===== src/hw/rtl/ttd_pkg.sv =====
// Shared types and constants for the turn-then-drive motion controller.
package ttd_pkg;

    localparam int CFG_IDX_W = 3;
    localparam int CFG_DATA_W = 32;

    typedef enum logic [CFG_IDX_W-1:0] {
        REG_TARGET_HEADING = 3'd0,
        REG_TARGET_TRAVEL  = 3'd1,
        REG_TURN_LIMIT     = 3'd2,
        REG_DRIVE_SPEED    = 3'd3,
        REG_MIN_TURN       = 3'd4,
        REG_ANGLE_TOL      = 3'd5,
        REG_DIST_TOL       = 3'd6,
        REG_GAIN           = 3'd7
    } cfg_index_t;

    typedef enum logic [2:0] {
        ST_IDLE      = 3'd0,
        ST_RUNNING   = 3'd1,
        ST_SUCCEEDED = 3'd2,
        ST_CANCELLED = 3'd3,
        ST_REJECTED  = 3'd4
    } status_t;

    localparam logic [0:0] OP_START = 1'b0;

    // Controller phase kept across beats
    typedef enum logic [2:0] {
        PH_IDLE   = 3'd0,
        PH_TURN   = 3'd1,
        PH_SETTLE = 3'd2,
        PH_DRIVE  = 3'd3,
        PH_FINAL  = 3'd4
    } phase_t;

    // Commands from the sequencer to the datapath
    typedef struct packed {
        logic latch_in;   // capture the input beat
        logic sqrt_start; // begin the distance root
        logic sqrt_step;  // one root iteration
        logic mul_run;    // form gain times error
        logic finish;     // compute the result and update the state
        logic out_load;   // load the output register
    } dp_cmd_t;

    typedef struct packed {
        logic sqrt_done;
    } dp_status_t;

    typedef struct packed {
        logic signed [15:0] target_heading;
        logic signed [31:0] target_travel;
        logic [14:0]        turn_speed_limit;
        logic [14:0]        drive_speed;
        logic [14:0]        min_turn_speed;
        logic [14:0]        angle_tolerance;
        logic [30:0]        distance_tolerance;
        logic [15:0]        gain;
    } cfg_t;

    // Register values after reset
    localparam cfg_t CFG_RESET = '{
        target_heading:     16'sd0,
        target_travel:      32'sd0,
        turn_speed_limit:   15'd0,
        drive_speed:        15'd0,
        min_turn_speed:     15'd2048,
        angle_tolerance:    15'd71,
        distance_tolerance: 31'd655,
        gain:               16'd1280
    };

    typedef struct packed {
        logic               op;
        logic signed [14:0] yaw;
        logic signed [31:0] pos_x;
        logic signed [31:0] pos_y;
        logic               cancel;
    } in_beat_t;

    typedef struct packed {
        logic signed [15:0] turn_command;
        logic signed [15:0] drive_command;
        logic [2:0]         status;
        logic signed [15:0] turned_angle;
        logic [30:0]        travelled;
    } out_beat_t;

endpackage


===== src/hw/rtl/ttd_ctrl.sv =====
// Sequencer: accepts a beat, runs the multiply and root, finishes and loads the result.
module ttd_ctrl (
    input  logic                clk,
    input  logic                rst_n,
    input  logic                in_valid,
    output logic                in_ready,
    output logic                out_valid,
    input  logic                out_ready,
    output ttd_pkg::dp_cmd_t    cmd,
    input  ttd_pkg::dp_status_t stat
);

    typedef enum logic [4:0] {
        S_IDLE = 5'b00001,
        S_MUL  = 5'b00010,
        S_ROOT = 5'b00100,
        S_FIN  = 5'b01000,
        S_OUT  = 5'b10000
    } state_t;

    state_t state_reg, state_next;
    logic   out_valid_reg, out_valid_next;

    // accept a new beat only once the previous result has left the output
    assign in_ready  = (state_reg == S_IDLE) && !out_valid_reg;
    assign out_valid = out_valid_reg;

    always_comb
    begin
        state_next     = state_reg;
        out_valid_next = out_valid_reg;
        cmd            = '0;
        if (out_valid_reg && out_ready)
        begin
            out_valid_next = 1'b0;
        end
        case (state_reg)
            S_IDLE:
            begin
                if (in_valid && in_ready)
                begin
                    cmd.latch_in = 1'b1;
                    state_next   = S_MUL;
                end
            end
            S_MUL:
            begin
                cmd.mul_run    = 1'b1;
                cmd.sqrt_start = 1'b1;
                state_next     = S_ROOT;
            end
            S_ROOT:
            begin
                cmd.sqrt_step = 1'b1;
                if (stat.sqrt_done)
                begin
                    state_next = S_FIN;
                end
            end
            S_FIN:
            begin
                cmd.finish = 1'b1;
                state_next = S_OUT;
            end
            S_OUT:
            begin
                cmd.out_load   = 1'b1;
                out_valid_next = 1'b1;
                state_next     = S_IDLE;
            end
            default:
            begin
                state_next = S_IDLE;
            end
        endcase
    end

    always_ff @(posedge clk or negedge rst_n)
    begin
        if (!rst_n)
        begin
            state_reg     <= S_IDLE;
            out_valid_reg <= 1'b0;
        end
        else
        begin
            state_reg     <= state_next;
            out_valid_reg <= out_valid_next;
        end
    end

endmodule


===== config.mk =====
export PLATFORM = sky130hd
export DESIGN_NAME = ttd_ctrl
export DESIGN_NICKNAME = d
export VERILOG_FILES = /design/src/hw/rtl/ttd_pkg.sv /design/src/hw/rtl/ttd_ctrl.sv
export SDC_FILE = /design/constraint.sdc
export NUM_CORES = 1
export LEC_CHECK = 0
export BUFFER_PORTS_ARGS = -buffer_cell sky130_fd_sc_hd__buf_2
export CAP_MARGIN = 20
export CORE_AREA = 2 2 39 41
export CTS_BUF_LIST = sky130_fd_sc_hd__clkbuf_8
export CTS_CLUSTER_DIAMETER = 60
export DETAILED_ROUTE_END_ITERATION = 16
export DIE_AREA = 0 0 41 43
export PLACE_DENSITY = 0.47
export SLEW_MARGIN = 20
export SYNTH_ARGS = -nofsm -noshare
export SYNTH_HDL_FRONTEND = slang
export SYNTH_SLANG_ARGS = --single-unit

===== constraint.sdc =====
create_clock -name clk -period 1.35 [get_ports clk]
set_input_delay 0.135 -clock clk [delete_from_list [all_inputs] [get_ports clk]]
set_output_delay 0.135 -clock clk [all_outputs]
set_load 0.005 [all_outputs]

==> impl_metrics.csv, run 1 <==
group,metric,value,unit
status,outcome,"finished with violations",
timing,worst_pin_slew,0.251,ns
placement,dp_cells,62,
yosys,synth_top_family_by_area,"simple AND/OR/NAND/NOR gates",
critical_path,worst-setup-path-type,"register to output port",
route,postRouteAntennaNets,0,
yosys,yosys.cell_types.count,20,
yosys,syn_nets,39,
job,drv_cap,0,
global_route,grt-ovfl-total,0,
timing,tns,-0.227,ns
route,vias,317,
die,core_area,1380,µm²
yosys,muxShareOfSynthArea,0,
global_route,grt_antenna_before_repair,0,
timing,final.setup_skew,0.00366,ns
yosys,synthesis.area,353,µm²
route,drc,0,
route,first_pass_iters,2,
timing,max_freq,687,MHz
route,drt_iter0_drc,2,
timing,layout_setup_ws,-0.106,ns
clocking,insertion_delay,0.22,ns
placement,dpl_cell_area,433,µm²
placement,numPortBuffers,12,
yosys,synth-simple-area-share,0.390,
power_and_ir_drop,peakVddDrop,0.676,mV
power_and_ir_drop,p_clk_frac,0.298,
power_and_ir_drop,power_switching,0.290,mW
yosys,netlist_top_cells_count,"dfrtp_1, nor2_1, and3_2, buf_4, nor3b_1",
yosys,synth_area_per_cell,10.4,µm²
clocking,htree_levels,1,
clocking,cts.reportedPaths.clkPinSlew,0.04,ns
yosys,synth-seq-cells,6,
critical_path,crit_path_start_kind,"register",
layout,finalNonFillerCells,69,
global_route,grt_pass1_vias,306,
yosys,yosysTopAreaCellShare,0.355,
timing,hold_violations,0,
timing,rsz0062_at_grt,"true",
hold_path,hp-class,"primary input to register",
yosys,syn_inst,34,
die,die_width,41,µm
yosys,synthArstFlopShare,1.00,
hold_path,worstHoldPathCells,2,
power_and_ir_drop,swShare,0.313,
route,wl_per_cell,11.1,µm
power_and_ir_drop,p_seq_frac,0.296,
die,rows,14,
layout,fin_nets,59,
critical_path,cp.required,1.22,ns
clocking,cts.sinks,6,
die,die_y,43,µm
power_and_ir_drop,p_per_area,1760,nW/µm²
placement,place_congestion,0.668,
layout,largest_reg_flops,5,
die,dieArea,1760,µm²
yosys,synth_warnings,0,
layout,design_area,527,µm²
timing,finalCritPeriodShare,1.08,
yosys,synth-edff-count,0,
timing,maxSlewViolCount,0,
global_route,grt_max_degree,8,
clocking,clk_path_buf_depth,2,
yosys,yosysTopAreaCell,"dfrtp_1",
route,wl,769,µm
layout,area_growth,49.3,%
power_and_ir_drop,intPower,0.637,mW
global_route,grt_pass1_wl,1300,µm
yosys,synth_flop_cell,"dfrtp_1",
power_and_ir_drop,comb_power_share,0.406,
die,start_util,0.255,
clocking,cts_buffers,3,
route,vias_per_cell,4.59,
clocking,cts_tree,"yes",
timing,relSlewSlack,0.831,
placement,place_hpwl,579,µm
yosys,seq_area_frac_synth,0.429,
yosys,synth_compound_gate_area_share,0.0709,
critical_path,worstPathMaxFanout,3,
timing,min_period,1.46,ns
critical_path,r2r_cells,4,
placement,pre_cts_ws,0.0325,ns
clocking,clockRootBuffer,"clkbuf_8",
timing,setup_viol,6,
critical_path,arrival,1.32,ns
yosys,synthAdderAreaFrac,0,
layout,antennaDiodeCount,0,
power_and_ir_drop,p_leak,0.270,nW
critical_path,r2r_slack,0.15,ns
global_route,grt_use_total,0.114,
status,violations,"setup timing",
yosys,synthXorXnorAreaFrac,0.0248,
yosys,synth.most_common_cell,"dfrtp_1",
critical_path,crit_path_end_kind,"output port",
layout,drive_above_1_share,0.604,
yosys,yosys-top-cells-area,"dfrtp_1, dfstp_2, nor4b_4",
die,ios,13,
routing by layer:
| metal | wire length, µm | share of wire | track usage |
|---|---|---|---|
| met1 | 342 | 0.44 | 0.144 |
| met2 | 359 | 0.47 | 0.150 |
| met3 | 68 | 0.088 | 0.0785 |
| met4 | 0 | 0 | 0.0400 |
| met5 | 0 | 0 | 0 |
stage by stage:
| step | power [mW] | util | hold WS (ns) |
|---|---|---|---|
| finish | 0.926 | 0.381 | 0.102 |
| detailed placement | 0.566 | 0.313 | -0.0391 |
| CTS | 0.939 | 0.379 | 0.106 |
| global placement | 0.568 | 0.313 | -0.0375 |
| global route | 1.01 | 0.381 | 0.0993 |
| floorplan | 0.462 | - | -0.161 |
layout make-up:
cell class	instances	area [µm²]
fillers	155	857
multi-input cells	23	194
flip-flops and latches	6	153
repair buffers	18	108
clock buffers	3	41.3
well taps	16	20.0
inverters	2	7.51
clock inverters	1	3.75
worst max-delay path, cell delays in order, from the launching register on:
cell	delay [ns]
dfstp_2	0.53
nor2b_4	0.14
nand3b_1	0.14
nor3b_2	0.17
buf_2	0.12
cells by family (layout without fill, tap and decap cells):
group / count (synthesis) / in the layout
AO/OA/AOI/OAI: 4 / 4
XOR/XNOR: 1 / 1
buffers and inverters: 5 / 24
flip-flops: 6 / 6
AND/OR/NAND/NOR: 18 / 18
cells in the final DEF, fill, tap and decap left out, drive strengths merged:
master / count
buf: 17
dfrtp: 5
nor2: 4
and3: 3
clkbuf: 3
inv: 3
nor3b: 3
a21oi: 2
nor4b: 2
and4bb: 1
nor2b: 1
nand3b: 1
o21bai: 1
and2: 1
nor4: 1
nand4: 1
xor2: 1
a21o: 1
dlygate4sd3: 1
dfstp: 1
worst paths after layout:
path / end / startpoint
setup / recovery: cmd[5] / state_reg[0]
max in group asynchronous: state_reg[0] / rst_n
min in group asynchronous: state_reg[2] / rst_n
setup reg to reg: out_valid / state_reg[0]
hold reg to reg: state_reg[1] / out_valid
hold / removal: out_valid / out_ready
repair_timing:
action                                 4_1_cts  5_1_grt
buffers inserted                             2        0
pin swaps                                    2        0
setup endpoints to repair                    7        7
resized for setup                            6        1
hold buffers                                 1        0
endpoints found under the hold margin        6        0
power by group through the flow:
stage	Combinational (mW)	Clock, mW	Sequential [mW]
finish	0.376	0.276	0.274
floorplan	0.197	0	0.265
detailed placement	0.296	0	0.270
global placement	0.296	0	0.272
CTS	0.380	0.287	0.272
global route	0.423	0.305	0.279
Power figures use the tool's default switching activity.
==> run 2: changes to the inputs <==
--- a/config.mk
+++ b/config.mk
@@ -13,6 +13,7 @@
 export DETAILED_ROUTE_END_ITERATION = 16
 export DIE_AREA = 0 0 41 43
 export PLACE_DENSITY = 0.47
+export RECOVER_POWER = 100
 export SLEW_MARGIN = 20
 export SYNTH_ARGS = -nofsm -noshare
 export SYNTH_HDL_FRONTEND = slang
==> run 2 against run 1 <==
Against the previous run:
- the run still ends with setup timing left
- critical path depth stayed put
- worst setup slack hardly changed
- clock power hardly changed
- largest cell class unchanged
- worst hold slack hardly changed
- via count stayed put
- cell area is 0.71% lower
- first-iteration DRC count stayed put
- total power is 0.55% lower
- non-clock buffer count stayed put
- maximum frequency hardly changed
- combinational power is 1% lower
- cell count stayed put
==> impl_metrics.csv, run 2 (same netlist as run 1, synthesis figures left out) <==
group,metric,value,unit
status,outcome,"finished with violations",
status,violations,"setup timing",
timing,final.setup_skew,0.00366,ns
critical_path,critPathBufInv,1,
die,start_util,0.255,
power_and_ir_drop,peakVddDrop,0.674,mV
clocking,insertion_delay,0.22,ns
clocking,clk_path_buf_depth,2,
critical_path,worst-setup-path-type,"register to output port",
layout,layout_common_cells,"buf_2, dfrtp_1, buf_4",
critical_path,cp_top_family,"flip-flops",
critical_path,r2r_slack,0.15,ns
route,vias,317,
placement,numPortBuffers,12,
route,vias_per_cell,4.59,
global_route,grt_use_total,0.114,
critical_path,crit_path_end_kind,"output port",
timing,min_period,1.46,ns
job,drv_cap,0,
layout,seqCellArea,153,µm²
die,ios,13,
timing,layout_setup_ws,-0.106,ns
layout,multi_input_area,194,µm²
critical_path,crit_path_start_kind,"register",
critical_path,rr_startpoint,"state_reg[0]",
power_and_ir_drop,p_leak,0.267,nW
hold_path,holdPathEnd,"out_valid",
layout,nFillCells,156,
layout,final_common_cell,"buf_2",
critical_path,slowest_stage,"dfstp_2",
clocking,cts.reportedPaths.clkPinSlew,0.04,ns
layout,drive_above_1_share,0.585,
clocking,cts.sinks,6,
clocking,cts_tree,"yes",
die,die_y,43,µm
layout,antennaDiodeCount,0,
global_route,grt_pass1_vias,306,
global_route,grt_max_degree,8,
power_and_ir_drop,p_per_area,1760,nW/µm²
timing,rsz0062_at_grt,"true",
placement,place_congestion,0.668,
route,first_pass_iters,2,
timing,finalCritPeriodShare,1.08,
power_and_ir_drop,p_total,0.921,mW
timing,worst_pin_slew,0.315,ns
layout,final_util,0.378,
timing,hold_violations,0,
timing,relSlewSlack,0.790,
clocking,clockRootBuffer,"clkbuf_8",
critical_path,r2r_cells,4,
die,die_width,41,µm
global_route,grt-ovfl-total,0,
route,wl,769,µm
clocking,cts_buffers,3,
global_route,grt_antenna_before_repair,0,
route,wl_per_cell,11.1,µm
critical_path,arrival,1.32,ns
placement,place_hpwl,579,µm
timing,max_freq,687,MHz
layout,largest_reg_flops,5,
hold_path,worstHoldPathCells,2,
critical_path,crit_chain,"nor2b_4 -> nand3b_1 -> nor3b_2 -> buf_2",
critical_path,r2r_end,"out_valid",
route,drt_iter0_drc,2,
die,dieArea,1760,µm²
hold_path,hp-class,"primary input to register",
timing,setup_viol,7,
die,rows,14,
global_route,grt_pass1_wl,1300,µm
clocking,htree_levels,1,
critical_path,slowest_delay,0.53,ns
timing,maxSlewViolCount,0,
critical_path,crit_cells,4,
die,core_area,1380,µm²
layout,fin_nets,59,
hold_path,min_from,"out_ready",
critical_path,worstPathMaxFanout,3,
critical_path,cp.required,1.22,ns
route,postRouteAntennaNets,0,
layout,area_growth,48.2,%
route,drc,0,
## run 2: worst max-delay path by stage
stage	slack (ns)	start	endpoint
2_1_floorplan	0.17	state_reg[0]	cmd[5]
3_5_place_dp	0.03	state_reg[0]	cmd[5]
3_3_place_gp	0.03	state_reg[0]	cmd[5]
6_report	-0.11	state_reg[0]	cmd[5]
5_1_grt	-0.19	state_reg[0]	cmd[5]
4_1_cts	-0.12	state_reg[0]	cmd[5]
## run 2: power breakdown
group / internal (mW) / switching [mW]
registers: 0.228 / 0.0461
logic: 0.208 / 0.163
clock network: 0.196 / 0.0801
## run 2: what timing repair did
| item | 4_1_cts | 5_1_grt |
|---|---|---|
| setup endpoints to repair | 7 | 7 |
| hold buffers | 1 | 0 |
| pin swaps | 2 | 0 |
| gates resized for setup | 6 | 1 |
| endpoints found under the hold margin | 6 | 0 |
| setup buffers | 2 | 0 |
## run 2: worst register-to-register path, delay by kind of cell, from the launching register on
kind / cells / cell delay, ns
flip-flops: 1 / 0.53
AND/OR/NAND/NOR: 2 / 0.25
AO/OA/AOI/OAI: 1 / 0.16
buffers and inverters: 1 / 0.13
## run 2: area by class of cell
class,instances,share of cell area
well taps,16,0.0383
repair buffers,18,0.199
flip-flops and latches,6,0.292
clock inverters,1,0.00718
multi-input cells,23,0.371
clock buffers,3,0.0789
inverters,2,0.0144
## run 2: layer usage
metal | up-vias | routed length, µm | track usage
met2 | 13 | 360 | 0.150
met1 | 147 | 340 | 0.144
met3 | 0 | 68 | 0.0785
li1 | 157 | - | -
met4 | 0 | 0 | 0.0400
met5 | - | 0 | 0
## run 2: through the flow
stage,hold WS [ns],instances,cell area (µm²),setup slack (ns),TNS [ns]
finish,0.102,69,523,-0.106,-0.257
global route,0.0993,69,523,-0.188,-0.712
detailed placement,-0.0391,62,433,0.0325,0
global placement,-0.0375,62,433,0.0344,0
floorplan,-0.161,34,353,0.172,0
CTS,0.106,69,524,-0.118,-0.329
